`src/encps_pkg.sv`:
```
`timescale 1ns / 1ps

package encps_pkg;

    localparam int CmdWidth    = 3;
    localparam int TimerWidth  = 16;
    localparam int TickWidth   = 17;
    localparam int CountWidth  = 32;
    localparam int OvfWidth    = 8;
    localparam int CfgIdxWidth = 2;
    localparam int CfgDataWidth = 32;
    localparam int InDataWidth  = 24;
    localparam int OutDataWidth = 152;

    localparam logic [CmdWidth-1:0] CMD_A_EDGE   = 3'd0;
    localparam logic [CmdWidth-1:0] CMD_B_EDGE   = 3'd1;
    localparam logic [CmdWidth-1:0] CMD_INDEX    = 3'd2;
    localparam logic [CmdWidth-1:0] CMD_OVERFLOW = 3'd3;
    localparam logic [CmdWidth-1:0] CMD_CLEAR    = 3'd4;

    localparam logic [CfgIdxWidth-1:0] REG_TICKS_PER_REV     = 2'd0;
    localparam logic [CfgIdxWidth-1:0] REG_TIMER_PERIOD      = 2'd1;
    localparam logic [CfgIdxWidth-1:0] REG_TIMEOUT_OVERFLOWS = 2'd2;
    localparam logic [CfgIdxWidth-1:0] REG_SPEED_NUMERATOR   = 2'd3;

    localparam logic [15:0] RST_TICKS_PER_REV     = 16'd1000;
    localparam logic [15:0] RST_TIMER_PERIOD      = 16'd50000;
    localparam logic [7:0]  RST_TIMEOUT_OVERFLOWS = 8'd20;
    localparam logic [31:0] RST_SPEED_NUMERATOR   = 32'd60000;

endpackage

```
`src/encoder_position_and_speed.sv`:
```
`timescale 1ns / 1ps
// Each accepted input word passes through an update state, a 32-step restoring
// divider with one quotient bit per cycle, and an output load before its result
// word is valid; no new input word is taken until the previous one is loaded.
// Reset: synchronous, active low; counters clear, registers return to defaults.
// The next input word is taken while a finished result still waits downstream.

module encoder_position_and_speed (
    input  logic         i_clk,
    input  logic         i_rst_n,
    input  logic         i_cfg_we,
    input  logic [1:0]   i_cfg_index,
    input  logic [31:0]  i_cfg_wdata,
    input  logic         s_axis_tvalid,
    output logic         s_axis_tready,
    // timer_count[15:0], line_a_level[16], zero [23:17]
    input  logic [23:0]  s_axis_tdata,
    // command[2:0]
    input  logic [2:0]   s_axis_tuser,
    output logic         m_axis_tvalid,
    input  logic         m_axis_tready,
    // tick_count[16:0], rev_count[48:17], index_count[80:49], direction[81],
    // rotating[82], period_width[114:83], speed[146:115], zero [151:147]
    output logic [151:0] m_axis_tdata
);

    typedef enum logic [1:0] {
        ST_IDLE,
        ST_UPDATE,
        ST_DIVIDE,
        ST_DONE
    } t_state;

    t_state r_state;

    logic [15:0] r_ticks_per_rev;
    logic [15:0] r_timer_period;
    logic [7:0]  r_timeout;
    logic [31:0] r_numerator;

    logic [2:0]  r_cmd;
    logic [15:0] r_tcount;
    logic        r_alevel;

    logic signed [16:0] r_ticks;
    logic [31:0] r_revs;
    logic [31:0] r_index;
    logic        r_dir;
    logic        r_moving;
    logic [7:0]  r_ovf;
    logic [15:0] r_last;
    logic [31:0] r_period;

    logic [31:0] r_quo;
    logic [31:0] r_rem;
    logic [4:0]  r_bit;

    logic        r_m_tvalid;
    logic [151:0] r_m_tdata;

    logic signed [17:0] n_tick_step;
    logic signed [17:0] w_lim;
    logic        w_wrap_up;
    logic        w_wrap_dn;
    logic [23:0] w_prod;
    logic [31:0] n_period;
    logic [7:0]  n_ovf;
    logic [32:0] w_rem_shift;
    logic [32:0] w_diff;
    logic [31:0] w_speed;
    logic        w_load;

    assign s_axis_tready = (r_state == ST_IDLE);
    assign m_axis_tvalid = r_m_tvalid;
    assign m_axis_tdata  = r_m_tdata;

    always_comb begin
        n_tick_step = {r_ticks[16], r_ticks} + (r_dir ? 18'sd1 : -18'sd1);
        w_lim       = signed'({2'b00, r_ticks_per_rev});
        w_wrap_up   = (n_tick_step >= w_lim);
        w_wrap_dn   = (n_tick_step <= -w_lim);
        w_prod      = {16'd0, r_ovf} * {8'd0, r_timer_period};
        n_period    = {16'd0, r_tcount} - {16'd0, r_last} + {8'd0, w_prod};
        n_ovf       = (r_ovf == 8'hFF) ? r_ovf : r_ovf + 8'd1;
        w_rem_shift = {r_rem, r_quo[31]};
        w_diff      = w_rem_shift - {1'b0, r_period};
        w_speed     = (r_moving && (r_period != 32'd0)) ? r_quo : 32'd0;
        w_load      = (r_state == ST_DONE) && (!r_m_tvalid || m_axis_tready);
    end

    always_ff @(posedge i_clk) begin
        if (!i_rst_n) begin
            r_ticks_per_rev <= encps_pkg::RST_TICKS_PER_REV;
            r_timer_period  <= encps_pkg::RST_TIMER_PERIOD;
            r_timeout       <= encps_pkg::RST_TIMEOUT_OVERFLOWS;
            r_numerator     <= encps_pkg::RST_SPEED_NUMERATOR;
        end else if (i_cfg_we) begin
            unique case (i_cfg_index)
                encps_pkg::REG_TICKS_PER_REV:     r_ticks_per_rev <= i_cfg_wdata[15:0];
                encps_pkg::REG_TIMER_PERIOD:      r_timer_period  <= i_cfg_wdata[15:0];
                encps_pkg::REG_TIMEOUT_OVERFLOWS: r_timeout       <= i_cfg_wdata[7:0];
                encps_pkg::REG_SPEED_NUMERATOR:   r_numerator     <= i_cfg_wdata;
                default: ;
            endcase
        end
    end

    always_ff @(posedge i_clk) begin
        if (!i_rst_n) begin
            r_state    <= ST_IDLE;
            r_ticks    <= '0;
            r_revs     <= '0;
            r_index    <= '0;
            r_dir      <= 1'b0;
            r_moving   <= 1'b0;
            r_ovf      <= '0;
            r_last     <= '0;
            r_period   <= '0;
            r_bit      <= '0;
            r_m_tvalid <= 1'b0;
        end else begin
            unique case (r_state)
                ST_IDLE: begin
                    if (s_axis_tvalid) begin
                        r_cmd    <= s_axis_tuser;
                        r_tcount <= s_axis_tdata[15:0];
                        r_alevel <= s_axis_tdata[16];
                        r_state  <= ST_UPDATE;
                    end
                end
                ST_UPDATE: begin
                    unique case (r_cmd)
                        encps_pkg::CMD_A_EDGE: begin
                            if (w_wrap_up) begin
                                r_revs  <= r_revs + 32'd1;
                                r_ticks <= '0;
                            end else if (w_wrap_dn) begin
                                r_revs  <= r_revs - 32'd1;
                                r_ticks <= '0;
                            end else begin
                                r_ticks <= n_tick_step[16:0];
                            end
                            r_period <= r_moving ? n_period : 32'd0;
                            r_moving <= 1'b1;
                            r_ovf    <= '0;
                            r_last   <= r_tcount;
                        end
                        encps_pkg::CMD_B_EDGE: r_dir <= ~r_alevel;
                        encps_pkg::CMD_INDEX:
                            r_index <= r_dir ? r_index + 32'd1 : r_index - 32'd1;
                        encps_pkg::CMD_OVERFLOW: begin
                            r_ovf <= n_ovf;
                            if (n_ovf >= r_timeout) begin
                                r_moving <= 1'b0;
                            end
                        end
                        encps_pkg::CMD_CLEAR: r_ticks <= '0;
                        default: ;
                    endcase
                    r_quo   <= r_numerator;
                    r_rem   <= '0;
                    r_bit   <= '0;
                    r_state <= ST_DIVIDE;
                end
                ST_DIVIDE: begin
                    if (!w_diff[32]) begin
                        r_rem <= w_diff[31:0];
                        r_quo <= {r_quo[30:0], 1'b1};
                    end else begin
                        r_rem <= w_rem_shift[31:0];
                        r_quo <= {r_quo[30:0], 1'b0};
                    end
                    r_bit <= r_bit + 5'd1;
                    if (r_bit == 5'd31) begin
                        r_state <= ST_DONE;
                    end
                end
                ST_DONE: begin
                    if (w_load) begin
                        r_state <= ST_IDLE;
                    end
                end
                default: r_state <= ST_IDLE;
            endcase

            if (w_load) begin
                r_m_tvalid <= 1'b1;
            end else if (m_axis_tready) begin
                r_m_tvalid <= 1'b0;
            end
        end
    end

    always_ff @(posedge i_clk) begin
        if (w_load) begin
            r_m_tdata <= {5'd0, w_speed, r_period, r_moving, r_dir,
                          r_index, r_revs, r_ticks};
        end
    end

endmodule

```
`config.mk`:
```
export PLATFORM = sky130hd
export DESIGN_NAME = encoder_position_and_speed
export DESIGN_NICKNAME = d
export VERILOG_FILES = /design/src/encps_pkg.sv /design/src/encoder_position_and_speed.sv
export SDC_FILE = /design/constraint.sdc
export NUM_CORES = 1
export LEC_CHECK = 0
export BUFFER_PORTS_ARGS = -buffer_cell sky130_fd_sc_hd__buf_2
export CAP_MARGIN = 0
export CORE_ASPECT_RATIO = 0.75
export CORE_UTILIZATION = 62
export CTS_CLUSTER_DIAMETER = 200
export DETAILED_ROUTE_END_ITERATION = 8
export GPL_TIMING_DRIVEN = 0
export PLACE_DENSITY = 0.82
export SYNTH_ARGS = -nofsm -noshare
export SYNTH_HDL_FRONTEND = slang
export SYNTH_SLANG_ARGS = --single-unit
```
`constraint.sdc`:
```
create_clock -name i_clk -period 8.8 [get_ports i_clk]
set_input_delay 0.44 -clock i_clk [delete_from_list [all_inputs] [get_ports i_clk]]
set_output_delay 0.44 -clock i_clk [all_outputs]
set_load 0.02 [all_outputs]
```
==> impl_metrics.tcl <==
set metrics [dict create \
    status "completed" \
    p_int_w 0.00672 \
    area_growth_pct 11.8 \
    fmax_mhz 121 \
    overflow 0 \
    final-seq-area_mm2 0.0110 \
    period_share 0.938 \
    postCtsSetupBuffers 0 \
    grt_antenna_before_repair 0 \
    grt_pass1_wl_um 116000 \
    cts_root_buffer "clkbuf_16" \
    dieArea_mm2 0.0464 \
    synth_cell_types 90 \
    reg2reg_slack_ns 0.55 \
    synth_edf_count 225 \
    slew_violations 0 \
    via_per_inst 6.00 \
    insertion_delay_ns 0.60 \
    num_antenna_cells 0 \
    drtPass1Iterations 8 \
    utilization 0.705 \
    place_area_mm2 0.0301 \
    synth-main-ff-cell "edfxtp_1" \
    cp.arrival_ns 8.78 \
    comb_power_share 0.634 \
    nFillCells 3388 \
    synth_top_area_frac 0.239 \
    top_level_ports 220 \
    leakage_nw 13.6 \
    drive_above_1_share 0.112 \
    path_clk_slew_ns 0.06 \
    ys_ff_latch 438 \
    hold_path_class "input port to flip-flop" \
    timing_hold_violations_final 0 \
    clkSinkCount 438 \
    p_sw_w 0.00565 \
    clk_path_buf_depth 3 \
    worst_pin_slew_ns 1.09 \
    setup_viol 0 \
    period_needed_ns 8.25 \
    drtIter0Drc 1978 \
    tns_ns 0 \
    cts_tree "done" \
    slew_headroom 0.273 \
    nets 3622 \
    path_class "flip-flop to flip-flop" \
    die-height_um 187 \
    yosys_warnings 0 \
    clock_skew_ns 0.0316 \
    port_buffers 206 \
    holdWs_ns 0.0387 \
    yosys-top-cells-area "edfxtp_1, dfxtp_1, ha_1, fa_1, nand2_1" \
    seqPwrFrac 0.217 \
    die_x_um 248 \
    pwr-share-clk 0.148 \
    postRouteAntennaNets 0 \
    power_per_cell_area_mw_per_mm2 392 \
    gp_congestion 0.940 \
    multi_input_area_mm2 0.0159 \
    cp-end-kind "flip-flop" \
    fin_area_mm2 0.0316 \
    grt_pass1_vias 22200 \
    drc 0 \
    initial_core_util 0.631 \
    rsz0062_at_grt "no" \
    worstPathRequired_ns 9.33 \
    switching_share 0.457 \
    rows 67 \
    synthArstFlopShare 0 \
    cp_max_fo 48 \
    htreeDepth 2 \
    grt_usage 0.310 \
    maxCapViolations 0 \
    avgSynthCellArea_um2 9.55 \
    core_area_mm2 0.0448 \
    synthCells 2958 \
    grt_max_degree 65 \
    place_hpwl_um 55500 \
    synth_area_mm2 0.0282 \
    yosys.area.top_type "edfxtp_1" \
    via_count 23100 \
    yosysSeqAreaShare 0.390 \
    ir_drop_uv 722 \
    cp-start-kind "flip-flop" \
    cts_buffers 44 \
    drt-wirelength-per-cell_um 19.0 \
    wl_um 73100 \
]
## worst max-delay path, stage by stage, from the launching register on
cell and delay (ns):
dfxtp_1 0.52, inv_4 0.31, ha_1 0.45, o21ai_0 0.16, o2bb2ai_1 0.21, or2_2 0.34, o21ai_0 0.18, a21oi_1 0.11
xnor2_1 0.40, ha_1 0.20, and4_1 0.24, nand3_1 0.08, o21ai_0 0.19, o22ai_1 0.20, a211oi_2 0.52, or2_2 0.27
clkinvlp_4 0.55, ha_1 0.62, a2111oi_2 0.37, o21ai_1 0.20, nand4_1 0.25, a211oi_1 0.18, a211o_1 0.36, and3_1 0.17
nand4bb_1 0.27, and2_1 0.20, o31ai_1 0.39, mux2i_1 0.23
## metrics by stage
step | cells | worst slack (ns) | power (W)
floorplan | 2962 | 1.35 | 0.00875
global placement | 3754 | -1.36 | 0.0101
detailed placement | 3758 | 0.283 | 0.0104
CTS | 3846 | 0.260 | 0.0123
global route | 3846 | 0.200 | 0.0133
finish | 3846 | 0.548 | 0.0124
## per-layer routing
metal	global-route usage	share of wire
met2	0.483	0.45
met4	0.0913	0.024
met3	0.0495	0.076
met1	0.447	0.45
met5	0	0
## synth_stat cells, types with 7 or more instances
cell type  instances
a211oi_1          20
a21o_1            66
a21oi_1          246
a22oi_1           36
a31oi_1           13
and2_1           145
and3_1            33
buf_4             13
clkbuf_1          89
dfxtp_1          213
edfxtp_1         225
fa_1              90
ha_1             242
inv_1            222
mux2_2            32
mux2i_1           52
nand2_1          346
nand2b_1          23
nand3_1           69
nand4_1           15
nor2_1           208
nor2b_1           26
nor3_1            56
nor3b_1            7
nor4_1            18
o211ai_1          17
o21a_1            31
o21ai_0           69
o21ai_1           10
o21bai_1          20
o22ai_1            7
o31ai_1            7
or2_2             11
or3_1             15
xnor2_1          110
xor2_1            40
## power by group through the flow
stage	clock, W	sequential, W	combinational (W)
2_1_floorplan	0	0.00275	0.00600
3_3_place_gp	0	0.00275	0.00732
3_5_place_dp	0	0.00273	0.00764
4_1_cts	0.00185	0.00268	0.00772
5_1_grt	0.00193	0.00272	0.00865
6_report	0.00183	0.00269	0.00785
## flip-flops by register name, summed over array words and instances, names as in the netlist
signal and flops:
r_moving 1, r_ticks 17, r_last 16, r_timeout 8
r_ovf 8, r_quo 32, r_cmd 3, r_timer_period 16
r_numerator 32, r_bit 5, r_revs 32, m_axis_tdata 141
r_rem 32, r_tcount 16, r_index 32, r_period 26
m_axis_tvalid 1, r_alevel 1, r_dir 1, r_state 2
r_ticks_per_rev 16
## layout make-up
type	count	area share
multi-input cells	2191	0.504
flip-flops and latches	438	0.349
plain buffers	111	0.0160
repair buffers	216	0.0373
clock buffers	64	0.0389
inverters	222	0.0266
well taps	586	0.0232
clock inverters	18	0.00472
## path summary, 6_finish.rpt
| check | startpoint | endpoint | depth (start not counted) |
|---|---|---|---|
| worst min-delay path | s_axis_tdata[14] | r_tcount[14] | 1 |
| worst max register to register | r_dir | r_revs[31] | 27 |
| worst min register to register | r_alevel | r_dir | 1 |
| worst max-delay path | r_dir | r_revs[31] | 27 |
## layout by cell type, fill, tap and decap left out, drive strengths merged, types with 70 or more instances in the layout
cell type  netlist  layout
o21ai           81      81
dfxtp          213     213
fa              90      90
clkbuf          89     153
edfxtp         225     225
a21oi          247     247
inv            222     224
xnor2          110     110
ha             242     242
nand2          346     346
buf             22     232
nand3           70      70
nor2           208     208
and2           145     145
## logic make-up (layout without fill, tap and decap cells)
group,after synthesis,in the layout,share of synthesized area
and+or+nand+nor,990,990,0.167
AOI/OAI and AO/OA,630,630,0.146
DFF,438,438,0.390
buffers and inverters,333,631,0.0474
adders and majority gates,332,332,0.171
xor gates and xnor gates,150,150,0.0465
muxes,84,84,0.0312
other,1,5,0.000133
## repair_timing
| action | 4_1_cts | 5_1_grt |
|---|---|---|
| hold buffers | 6 | 0 |
| endpoints found under the hold margin | 6 | 0 |
| setup endpoints to repair | 0 | 1 |
| gates resized for setup | 0 | 3 |
Note: power is estimated with default switching activity, not from simulation.
